**src/sv/fdcr_pkg.sv**
```systemverilog
// shared types, constants and helper functions of the floppy controller register unit
`default_nettype none

package fdcr_pkg;

  localparam int MaxDrives  = 4;
  localparam int ResultDepth = 8;
  localparam int ParamDepth  = 4;

  localparam int DrvW  = 2;
  localparam int RidxW = $clog2(ResultDepth);
  localparam int PidxW = $clog2(ParamDepth);
  localparam int CntW  = $clog2(ResultDepth + 1);
  localparam int RecvW = $clog2(ParamDepth + 1);

  typedef enum logic [2:0] {
    ModeRead   = 3'd0,
    ModeWrite  = 3'd1,
    ModeChange = 3'd2,
    ModeAck    = 3'd3,
    ModeReset  = 3'd4
  } mode_e;

  typedef enum logic [2:0] {
    RegDor  = 3'd0,
    RegMsr  = 3'd1,
    RegData = 3'd2,
    RegDir  = 3'd3
  } reg_sel_e;

  typedef enum logic [4:0] {
    CmdSpecify   = 5'h03,
    CmdSenseDrv  = 5'h04,
    CmdRecal     = 5'h07,
    CmdSenseInt  = 5'h08,
    CmdReadId    = 5'h0A,
    CmdSeek      = 5'h0F,
    CmdVersion   = 5'h10,
    CmdConfigure = 5'h13
  } cmd_code_e;

  typedef struct packed {
    logic [2:0] mode;
    logic [2:0] register_select;
    logic [7:0] write_data;
    logic [1:0] drive;
  } in_item_t;

  typedef struct packed {
    logic [7:0] read_data;
    logic       drive_changed_flag;
  } out_item_t;

  typedef struct packed {
    logic [CntW-1:0] res_count;
    logic [CntW-1:0] rd_pos;
  } status_t;

  // number of parameter bytes that follow a command byte
  function automatic logic [1:0] params_for(input logic [7:0] cmd);
    logic [1:0] n;
    unique case (cmd[4:0])
      CmdSpecify, CmdSeek:             n = 2'd2;
      CmdSenseDrv, CmdRecal, CmdReadId: n = 2'd1;
      CmdConfigure:                    n = 2'd3;
      default:                         n = 2'd0;
    endcase
    return n;
  endfunction

  // drive below the effective drive count
  function automatic logic drv_ok(input logic [DrvW-1:0] d, input logic [2:0] n);
    logic [2:0] e;
    e = (n == 3'd0) ? 3'd1 : n;
    if (e > 3'(MaxDrives)) e = 3'(MaxDrives);
    return {1'b0, d} < e;
  endfunction

  // register value saturated to the drive limit
  function automatic logic [2:0] sat_count(input logic [2:0] v);
    return (v > 3'(MaxDrives)) ? 3'(MaxDrives) : v;
  endfunction

endpackage

`default_nettype wire

```
**src/sv/floppy_disk_controller_registers_unit.sv**
```systemverilog
// a transaction waits in the input register, and its result is registered in the output register
// throughput: one transaction per cycle while results are taken from the output register
// an empty input register fills while a finished result waits in the output register
// reset: asynchronous active low; clears all controller state, drive count returns to one
// configuration writes are taken in any cycle and saturate the drive count at four
`default_nettype none

module floppy_disk_controller_registers_unit (
  input  wire logic                clk_i,
  input  wire logic                rst_ni,
  input  wire logic                in_valid_i,
  output logic                     in_ready_o,
  input  wire fdcr_pkg::in_item_t  in_item_i,
  output logic                     out_valid_o,
  input  wire logic                out_ready_i,
  output fdcr_pkg::out_item_t      out_item_o,
  input  wire logic                cfg_valid_i,
  output logic                     cfg_ready_o,
  input  wire logic [2:0]          cfg_data_i
);
  import fdcr_pkg::*;

  // input register
  logic      in_v_q;
  in_item_t  in_q;
  // output register
  logic      out_v_q;
  out_item_t out_q;

  out_item_t result;
  status_t   status;
  logic      advance;

  // the held transaction moves on whenever the output register is free or being emptied
  assign advance     = in_v_q && (!out_v_q || out_ready_i);
  assign in_ready_o  = !in_v_q || advance;
  assign cfg_ready_o = 1'b1;

  fdcr_core u_core (
    .clk_i      (clk_i),
    .rst_ni     (rst_ni),
    .step_i     (advance),
    .item_i     (in_q),
    .cfg_we_i   (cfg_valid_i),
    .cfg_data_i (cfg_data_i),
    .result_o   (result),
    .status_o   (status)
  );

  // valid flags of both stages
  always_ff @(posedge clk_i or negedge rst_ni) begin
    if (!rst_ni) begin
      in_v_q  <= 1'b0;
      out_v_q <= 1'b0;
    end else begin
      if (in_ready_o) in_v_q <= in_valid_i;
      if (advance) begin
        out_v_q <= 1'b1;
      end else if (out_ready_i) begin
        out_v_q <= 1'b0;
      end
    end
  end

  // payload, no reset needed
  always_ff @(posedge clk_i) begin
    if (in_valid_i && in_ready_o) in_q <= in_item_i;
    if (advance) out_q <= result;
  end

  assign out_valid_o = out_v_q;
  assign out_item_o  = out_q;

  // with the output side free, input is always open
  a_ready_when_free: assert property (@(posedge clk_i) disable iff (!rst_ni)
    !out_valid_o |-> in_ready_o)
    else $error("input stalled with empty output register");

  // a held transaction that advances must produce a result
  a_advance_gives_result: assert property (@(posedge clk_i) disable iff (!rst_ni)
    advance |=> out_valid_o)
    else $error("advanced transaction produced no result");

  // read position stays inside the result queue, or both are cleared
  a_queue_position: assert property (@(posedge clk_i) disable iff (!rst_ni)
    (status.rd_pos < status.res_count) ||
    (status.rd_pos == '0 && status.res_count == '0))
    else $error("result read position outside the queue");

  // the queue never holds more bytes than its depth
  a_queue_bound: assert property (@(posedge clk_i) disable iff (!rst_ni)
    status.res_count <= CntW'(ResultDepth))
    else $error("result count above queue depth");

endmodule

`default_nettype wire

```
**src/sv/fdcr_core.sv**
```systemverilog
// controller state, command decode and command execution for one transaction a cycle when stepped
`default_nettype none

module fdcr_core (
  input  wire logic              clk_i,
  input  wire logic              rst_ni,
  input  wire logic              step_i,
  input  wire fdcr_pkg::in_item_t item_i,
  input  wire logic              cfg_we_i,
  input  wire logic [2:0]        cfg_data_i,
  output fdcr_pkg::out_item_t    result_o,
  output fdcr_pkg::status_t      status_o
);
  import fdcr_pkg::*;

  logic [2:0]       dc_q, dc_d;
  logic [7:0]       dov_q, dov_d;
  logic [DrvW-1:0]  sel_q, sel_d;
  logic [7:0]       cmd_q, cmd_d;
  logic [1:0]       exp_q, exp_d;
  logic [RecvW-1:0] recv_q, recv_d;
  logic [7:0]       pstore_q [ParamDepth];
  logic [7:0]       pstore_d [ParamDepth];
  logic [7:0]       rstore_q [ResultDepth];
  logic [7:0]       rstore_d [ResultDepth];
  logic [CntW-1:0]  cnt_q, cnt_d;
  logic [CntW-1:0]  pos_q, pos_d;
  logic             flags_q [MaxDrives];
  logic             flags_d [MaxDrives];
  logic [7:0]       cyl_q [MaxDrives];
  logic [7:0]       cyl_d [MaxDrives];
  logic             ip_q, ip_d;
  logic [DrvW-1:0]  idrv_q, idrv_d;
  logic [7:0]       rd;

  always_comb begin
    logic [4:0]       code;
    logic [DrvW-1:0]  d;
    logic [RecvW-1:0] taken;
    logic             run;
    logic             raise;
    logic [7:0]       rv [ResultDepth];
    logic [CntW-1:0]  rn;
    logic [CntW-1:0]  pos_inc;

    dc_d     = dc_q;
    dov_d    = dov_q;
    sel_d    = sel_q;
    cmd_d    = cmd_q;
    exp_d    = exp_q;
    recv_d   = recv_q;
    pstore_d = pstore_q;
    rstore_d = rstore_q;
    cnt_d    = cnt_q;
    pos_d    = pos_q;
    flags_d  = flags_q;
    cyl_d    = cyl_q;
    ip_d     = ip_q;
    idrv_d   = idrv_q;
    rd       = 8'h00;
    run      = 1'b0;
    raise    = 1'b0;
    taken    = '0;
    rn       = '0;
    pos_inc  = '0;
    code     = 5'd0;
    d        = sel_q;
    for (int i = 0; i < ResultDepth; i++) rv[i] = 8'h00;

    if (cfg_we_i) dc_d = sat_count(cfg_data_i);

    if (step_i) begin
      unique case (item_i.mode)
        ModeRead: begin
          unique case (item_i.register_select)
            RegDor: rd = dov_q;
            RegMsr: rd = (pos_q < cnt_q) ? 8'hC0 : 8'h80;
            RegData: begin
              if (pos_q < cnt_q && pos_q < CntW'(ResultDepth)) begin
                rd      = rstore_q[pos_q[RidxW-1:0]];
                pos_inc = pos_q + 1'b1;
                if (pos_inc >= cnt_q) begin
                  pos_d = '0;
                  cnt_d = '0;
                end else begin
                  pos_d = pos_inc;
                end
              end
            end
            RegDir: rd = (drv_ok(sel_q, dc_q) && flags_q[sel_q]) ? 8'h80 : 8'h00;
            default: rd = 8'hFF;
          endcase
        end
        ModeWrite: begin
          unique case (item_i.register_select)
            RegDor: begin
              dov_d = item_i.write_data;
              sel_d = item_i.write_data[DrvW-1:0];
            end
            RegData: begin
              if (exp_q != 2'd0) begin
                if (recv_q < RecvW'(ParamDepth)) begin
                  pstore_d[recv_q[PidxW-1:0]] = item_i.write_data;
                  recv_d = recv_q + 1'b1;
                end
                taken = recv_d;
                if (recv_d >= RecvW'(exp_q)) run = 1'b1;
              end else begin
                cmd_d  = item_i.write_data;
                exp_d  = params_for(item_i.write_data);
                recv_d = '0;
                taken  = '0;
                if (exp_d == 2'd0) run = 1'b1;
              end
            end
            default: ;
          endcase
        end
        ModeChange: begin
          if (drv_ok(item_i.drive, dc_q)) begin
            flags_d[item_i.drive] = 1'b1;
            cyl_d[item_i.drive]   = 8'h00;
            ip_d   = 1'b1;
            idrv_d = item_i.drive;
          end
        end
        ModeAck: begin
          if (drv_ok(item_i.drive, dc_q)) flags_d[item_i.drive] = 1'b0;
        end
        ModeReset: begin
          dov_d  = '0;
          sel_d  = '0;
          cmd_d  = '0;
          exp_d  = '0;
          recv_d = '0;
          cnt_d  = '0;
          pos_d  = '0;
          ip_d   = 1'b0;
          idrv_d = '0;
          for (int i = 0; i < ParamDepth; i++) pstore_d[i] = 8'h00;
          for (int i = 0; i < ResultDepth; i++) rstore_d[i] = 8'h00;
          for (int i = 0; i < MaxDrives; i++) begin
            flags_d[i] = 1'b0;
            cyl_d[i]   = 8'h00;
          end
          if (dc_q == 3'd0) dc_d = 3'd1;
        end
        default: ;
      endcase
    end

    // command execution once the last parameter is in, or at once for a command without parameters
    if (run) begin
      code   = cmd_d[4:0];
      d      = (taken != '0) ? pstore_d[0][DrvW-1:0] : sel_q;
      cnt_d  = '0;
      pos_d  = '0;
      exp_d  = '0;
      recv_d = '0;
      unique case (code)
        CmdSenseInt: begin
          rv[0] = {2'b00, ip_q, 3'b000, idrv_q};
          rv[1] = drv_ok(idrv_q, dc_q) ? cyl_q[idrv_q] : 8'h00;
          rn    = CntW'(2);
          ip_d  = 1'b0;
        end
        CmdSenseDrv: begin
          rv[0] = {2'b00, 1'b1, (drv_ok(d, dc_q) && cyl_q[d] == 8'h00), 2'b00, d};
          rn    = CntW'(1);
        end
        CmdRecal: begin
          if (drv_ok(d, dc_q)) cyl_d[d] = 8'h00;
          raise = 1'b1;
        end
        CmdSeek: begin
          if (taken >= RecvW'(2) && drv_ok(d, dc_q)) cyl_d[d] = pstore_d[1];
          raise = 1'b1;
        end
        CmdReadId: begin
          rv[3] = drv_ok(d, dc_q) ? cyl_q[d] : 8'h00;
          rv[5] = 8'h01;
          rv[6] = 8'h02;
          rn    = CntW'(7);
        end
        CmdVersion: begin
          rv[0] = 8'h80;
          rn    = CntW'(1);
        end
        default: ;
      endcase
      if (raise) begin
        if (drv_ok(d, dc_q)) flags_d[d] = 1'b0;
        ip_d   = 1'b1;
        idrv_d = d;
      end
      for (int i = 0; i < ResultDepth; i++) begin
        if (CntW'(i) < rn) rstore_d[i] = rv[i];
      end
      cnt_d = rn;
    end
  end

  assign result_o.read_data          = rd;
  assign result_o.drive_changed_flag = drv_ok(item_i.drive, dc_d) && flags_d[item_i.drive];
  assign status_o.res_count          = cnt_q;
  assign status_o.rd_pos             = pos_q;

  always_ff @(posedge clk_i or negedge rst_ni) begin
    if (!rst_ni) begin
      dc_q   <= 3'd1;
      dov_q  <= '0;
      sel_q  <= '0;
      cmd_q  <= '0;
      exp_q  <= '0;
      recv_q <= '0;
      cnt_q  <= '0;
      pos_q  <= '0;
      ip_q   <= 1'b0;
      idrv_q <= '0;
      for (int i = 0; i < ParamDepth; i++) pstore_q[i] <= 8'h00;
      for (int i = 0; i < ResultDepth; i++) rstore_q[i] <= 8'h00;
      for (int i = 0; i < MaxDrives; i++) begin
        flags_q[i] <= 1'b0;
        cyl_q[i]   <= 8'h00;
      end
    end else begin
      dc_q     <= dc_d;
      dov_q    <= dov_d;
      sel_q    <= sel_d;
      cmd_q    <= cmd_d;
      exp_q    <= exp_d;
      recv_q   <= recv_d;
      cnt_q    <= cnt_d;
      pos_q    <= pos_d;
      ip_q     <= ip_d;
      idrv_q   <= idrv_d;
      pstore_q <= pstore_d;
      rstore_q <= rstore_d;
      flags_q  <= flags_d;
      cyl_q    <= cyl_d;
    end
  end

endmodule

`default_nettype wire
```
**config.mk**
```make
export PLATFORM = sky130hd
export DESIGN_NAME = floppy_disk_controller_registers_unit
export DESIGN_NICKNAME = d
export VERILOG_FILES = /design/src/sv/fdcr_pkg.sv /design/src/sv/floppy_disk_controller_registers_unit.sv /design/src/sv/fdcr_core.sv
export SDC_FILE = /design/constraint.sdc
export NUM_CORES = 1
export LEC_CHECK = 0
export ABC_AREA = 1
export BUFFER_PORTS_ARGS = -buffer_cell sky130_fd_sc_hd__clkbuf_2
export CORE_MARGIN = 5
export CORE_UTILIZATION = 63
export DETAILED_ROUTE_END_ITERATION = 8
export MAX_ROUTING_LAYER = met4
export PLACE_DENSITY = 0.81
export REMOVE_ABC_BUFFERS = 1
export SYNTH_ARGS = -nofsm -noshare
export SYNTH_HDL_FRONTEND = slang
export SYNTH_SLANG_ARGS = --single-unit
```
**constraint.sdc**
```tcl
create_clock -name clk_i -period 3.5 [get_ports clk_i]
set_clock_uncertainty 0.1 [all_clocks]
set_input_delay 0.525 -clock clk_i [delete_from_list [all_inputs] [get_ports clk_i]]
set_output_delay 0.525 -clock clk_i [all_outputs]
set_load 0.03 [all_outputs]
```
==> flow_summary.ini <==
[status]
status = completed

[flow_run]
maxCapViolations = 0

[power]
irDropWorstVdd_mv = 0.387
power_density_nw_per_um2 = 577
power.leakage_nw = 5.72

[cts]
htreeDepth = 4
postCtsHoldBufs = 0
numCtsBuffers = 17
clockBufferDepth = 2
clkSinkCount = 160
cts-root-buf = clkbuf_16
cts_tree = built
clk_pin_slew_ns = 0.07
clk_latency_ns = 0.43
post_cts_resize_count = 0
postCtsSetupBuffers = 0

[global_route]
grt_antenna_before_repair = 0
top_usage_layer = met2
grt_use_met1 = 0.412
grt_max_degree = 95
grt_pass1_wl_um = 43700
met2_usage = 0.478
grt_use_met3 = 0.0663
grt_pass1_vias = 8757
grt.total_usage = 0.311
grt_remaining_overflow = 0

[routing]
drcViolationCount = 0
avgViaCountPerCell = 5.81
drtAntennaViolNets = 0
drt_iter0_drc = 968
wirelength_um = 26300
via_count = 9158
wl_per_cell_um = 16.7
first_pass_iters = 6

[synthesis]
synthCells = 1351
synth_compound_area_frac = 0.131
async_flop_share = 0.844
ys.flop_type = dfrtp_1
yosysWarnings = 0
synth-adder-area-share = 0.0217
ys_ff_latch = 160
synth_top_family_by_area = simple AND/OR/NAND/NOR gates
synth_area_um2 = 9800
synth_xor_xnor_area_share = 0.000894
yosysSeqAreaShare = 0.422
synth_edf_count = 25
synth_area_leaders = dfrtp_1 34%, nand2_1 17%, edfxtp_1 7.7%, inv_1 5.6%, nand3_1 5.4%
synth_top_area_cell = dfrtp_1
yosysTopAreaCellShare = 0.342
synthMuxAreaShare = 0
synth_cell_type_count = 54
synth_simple_gate_area_frac = 0.327
syn_area_per_cell_um2 = 7.25

[floorplan]
row_count = 45
coreArea_um2 = 15200
dieArea_um2 = 18100
die_width_um = 135
start_util = 0.644
io_pins = 36
die_y_um = 135

[worst_setup_path]
end_kind = flip-flop
reg2reg_to = u_core.cyl_q[13]$_DFF_PN0_
path_max_fanout = 19
reg2reg_from = u_core.recv_q[0]$_DFFE_PN0P_
rrSetupSlack_ns = 0.42
worst-setup-path-type = flip-flop to flip-flop
startpoint_type = flip-flop
worstPathArrival_ns = 3.30
rr_worst_depth = 21
crit_required_ns = 3.72

[cells_and_area]
utilization = 0.702
diodes = 0
drive_gt1_frac = 0.114
area_growth_pct = 8.97
nets = 1417

[place]
port_buffers = 34
dp_hpwl_um = 18800
globalplace.congestion = 1.03

[sta]
min_period_ns = 3.08
setup-violations-final = 0
fmax_mhz = 325
relSlewSlack = 0.366
finalHoldViolations = 0
whs_ns = 0.0786
tns_ns = 0
drv_slew = 0
finalCritPeriodShare = 0.880
worstMarginPinSlew_ns = 0.941
rsz0062_at_grt = false

[hold_path]
hold_class = input port to async pin
## state kept, by name (all words and copies together), names as in the netlist, 3 cells and up
| signal | count |
|---|---|
| in_q | 16 |
| out_item_o | 9 |
| u_core.cmd_q | 5 |
| u_core.cnt_q | 3 |
| u_core.cyl_q | 32 |
| u_core.dc_q | 3 |
| u_core.dov_q | 8 |
| u_core.flags_q | 4 |
| u_core.pos_q | 4 |
| u_core.pstore_q | 10 |
| u_core.recv_q | 3 |
| u_core.rstore_q | 56 |
## layout make-up
cell class | instances | area (um2)
multi-input combinational | 975 | 4720
fill | 1247 | 4530
sequential | 160 | 4130
inverter | 166 | 634
clock buffer | 19 | 453
timing repair buffer | 56 | 354
tap | 188 | 235
clock inverter | 13 | 150
## through the flow
stage	cell area (um2)	setup WS, ns	std cells	total power [mW]
2_1_floorplan	9480	0.349	1301	3.65
3_3_place_gp	10100	0.560	1545	4.21
5_1_grt	10700	0.134	1577	6.52
6_report	10700	0.420	1577	6.16
4_1_cts	10700	0.448	1577	6.14
3_5_place_dp	10100	0.476	1545	4.27
## cell usage after synthesis (2+ instances only)
cell / n
ha_1: 17
o31ai_2: 2
nand3_4: 3
nand3_1: 105
nand2_1: 442
a21oi_1: 55
clkbuf_1: 19
clkinv_1: 4
o211ai_1: 12
a21boi_0: 3
o21ai_1: 14
nor2_1: 103
inv_2: 11
nor3_1: 17
o21ai_0: 103
nor2_2: 5
o22ai_1: 8
o21bai_1: 2
buf_6: 12
a211oi_1: 2
nand3_2: 5
nand4_1: 11
buf_2: 14
nand2_4: 6
a221oi_1: 2
o221ai_1: 9
edfxtp_1: 25
inv_4: 2
buf_4: 5
nand2_2: 22
nor2_4: 5
dfrtp_1: 134
inv_1: 147
o21a_1: 4
a31oi_1: 2
## layout by cell type, fill, tap and decap left out, types with 3 or more instances in the layout
cell type / synthesis / layout
a21boi_0: 3 / 3
a21oi_1: 55 / 55
buf_4: 5 / 21
clkbuf_16: 0 / 17
clkbuf_2: 0 / 33
clkinv_1: 4 / 4
clkinv_4: 1 / 4
dfrtp_1: 134 / 134
edfxtp_1: 25 / 25
ha_1: 17 / 17
inv_1: 147 / 147
inv_2: 11 / 11
inv_6: 0 / 4
nand2_1: 442 / 442
nand2_2: 22 / 22
nand2_4: 6 / 6
nand3_1: 105 / 105
nand3_2: 5 / 5
nand3_4: 3 / 3
nand4_1: 11 / 11
nor2_1: 103 / 103
nor2_2: 5 / 5
nor2_4: 5 / 5
nor3_1: 17 / 17
o211ai_1: 12 / 12
o21a_1: 4 / 4
o21ai_0: 103 / 103
o21ai_1: 14 / 14
o221ai_1: 9 / 9
o22ai_1: 8 / 8
## critical path: stages (launching register included)
cell and delay, ns:
dfrtp_1 0.40, inv_1 0.09, ha_1 0.30, nand2_1 0.07, nand2_1 0.10, nand2_1 0.10, nand3_1 0.11, nand2_4 0.11
clkinv_2 0.10, nand2_1 0.10, nand2_2 0.06, ha_1 0.26, inv_1 0.03, nor2_1 0.15, nand2_2 0.13, nand3_4 0.13
buf_4 0.27, nand2_1 0.09, nand3_1 0.08, nand2_1 0.06, nand2_1 0.06, nand2_1 0.05
## metal layers
metal	up-vias	wire, um
li1	4408	-
met2	445	12100
met3	71	2370
met5	-	0
met1	4234	10900
met4	0	886
## where the power goes
part | switching [mW] | internal, mW | total, mW
clock | 0.835 | 1.05 | 1.88
sequential | 0.193 | 2.12 | 2.31
combinational | 1.34 | 0.624 | 1.97
## worst max path at each step
| stage | start | to | slack, ns | cells past startpoint |
|---|---|---|---|---|
| after floorplan | in_q[14]$_DFFE_PP_ | out_item_o[0]$_DFFE_PP_ | 0.35 | 18 |
| after global placement | out_ready_i | out_item_o[0]$_DFFE_PP_ | 0.56 | 20 |
| after detailed placement | u_core.recv_q[0]$_DFFE_PN0P_ | u_core.cyl_q[15]$_DFF_PN0_ | 0.48 | 21 |
| after CTS | u_core.recv_q[0]$_DFFE_PN0P_ | u_core.cyl_q[13]$_DFF_PN0_ | 0.45 | 21 |
| after global routing | u_core.recv_q[0]$_DFFE_PN0P_ | u_core.cyl_q[8]$_DFF_PN0_ | 0.13 | 21 |
| final | u_core.recv_q[0]$_DFFE_PN0P_ | u_core.cyl_q[13]$_DFF_PN0_ | 0.42 | 21 |
## cell families after synthesis
group / count (synthesis)
other cells: 1
flops: 160
xor+xnor: 1
buf+inv: 216
fa+ha+maj: 17
simple gates: 731
compound gates: 225
No activity file was read; power rests on OpenSTA's default activity.
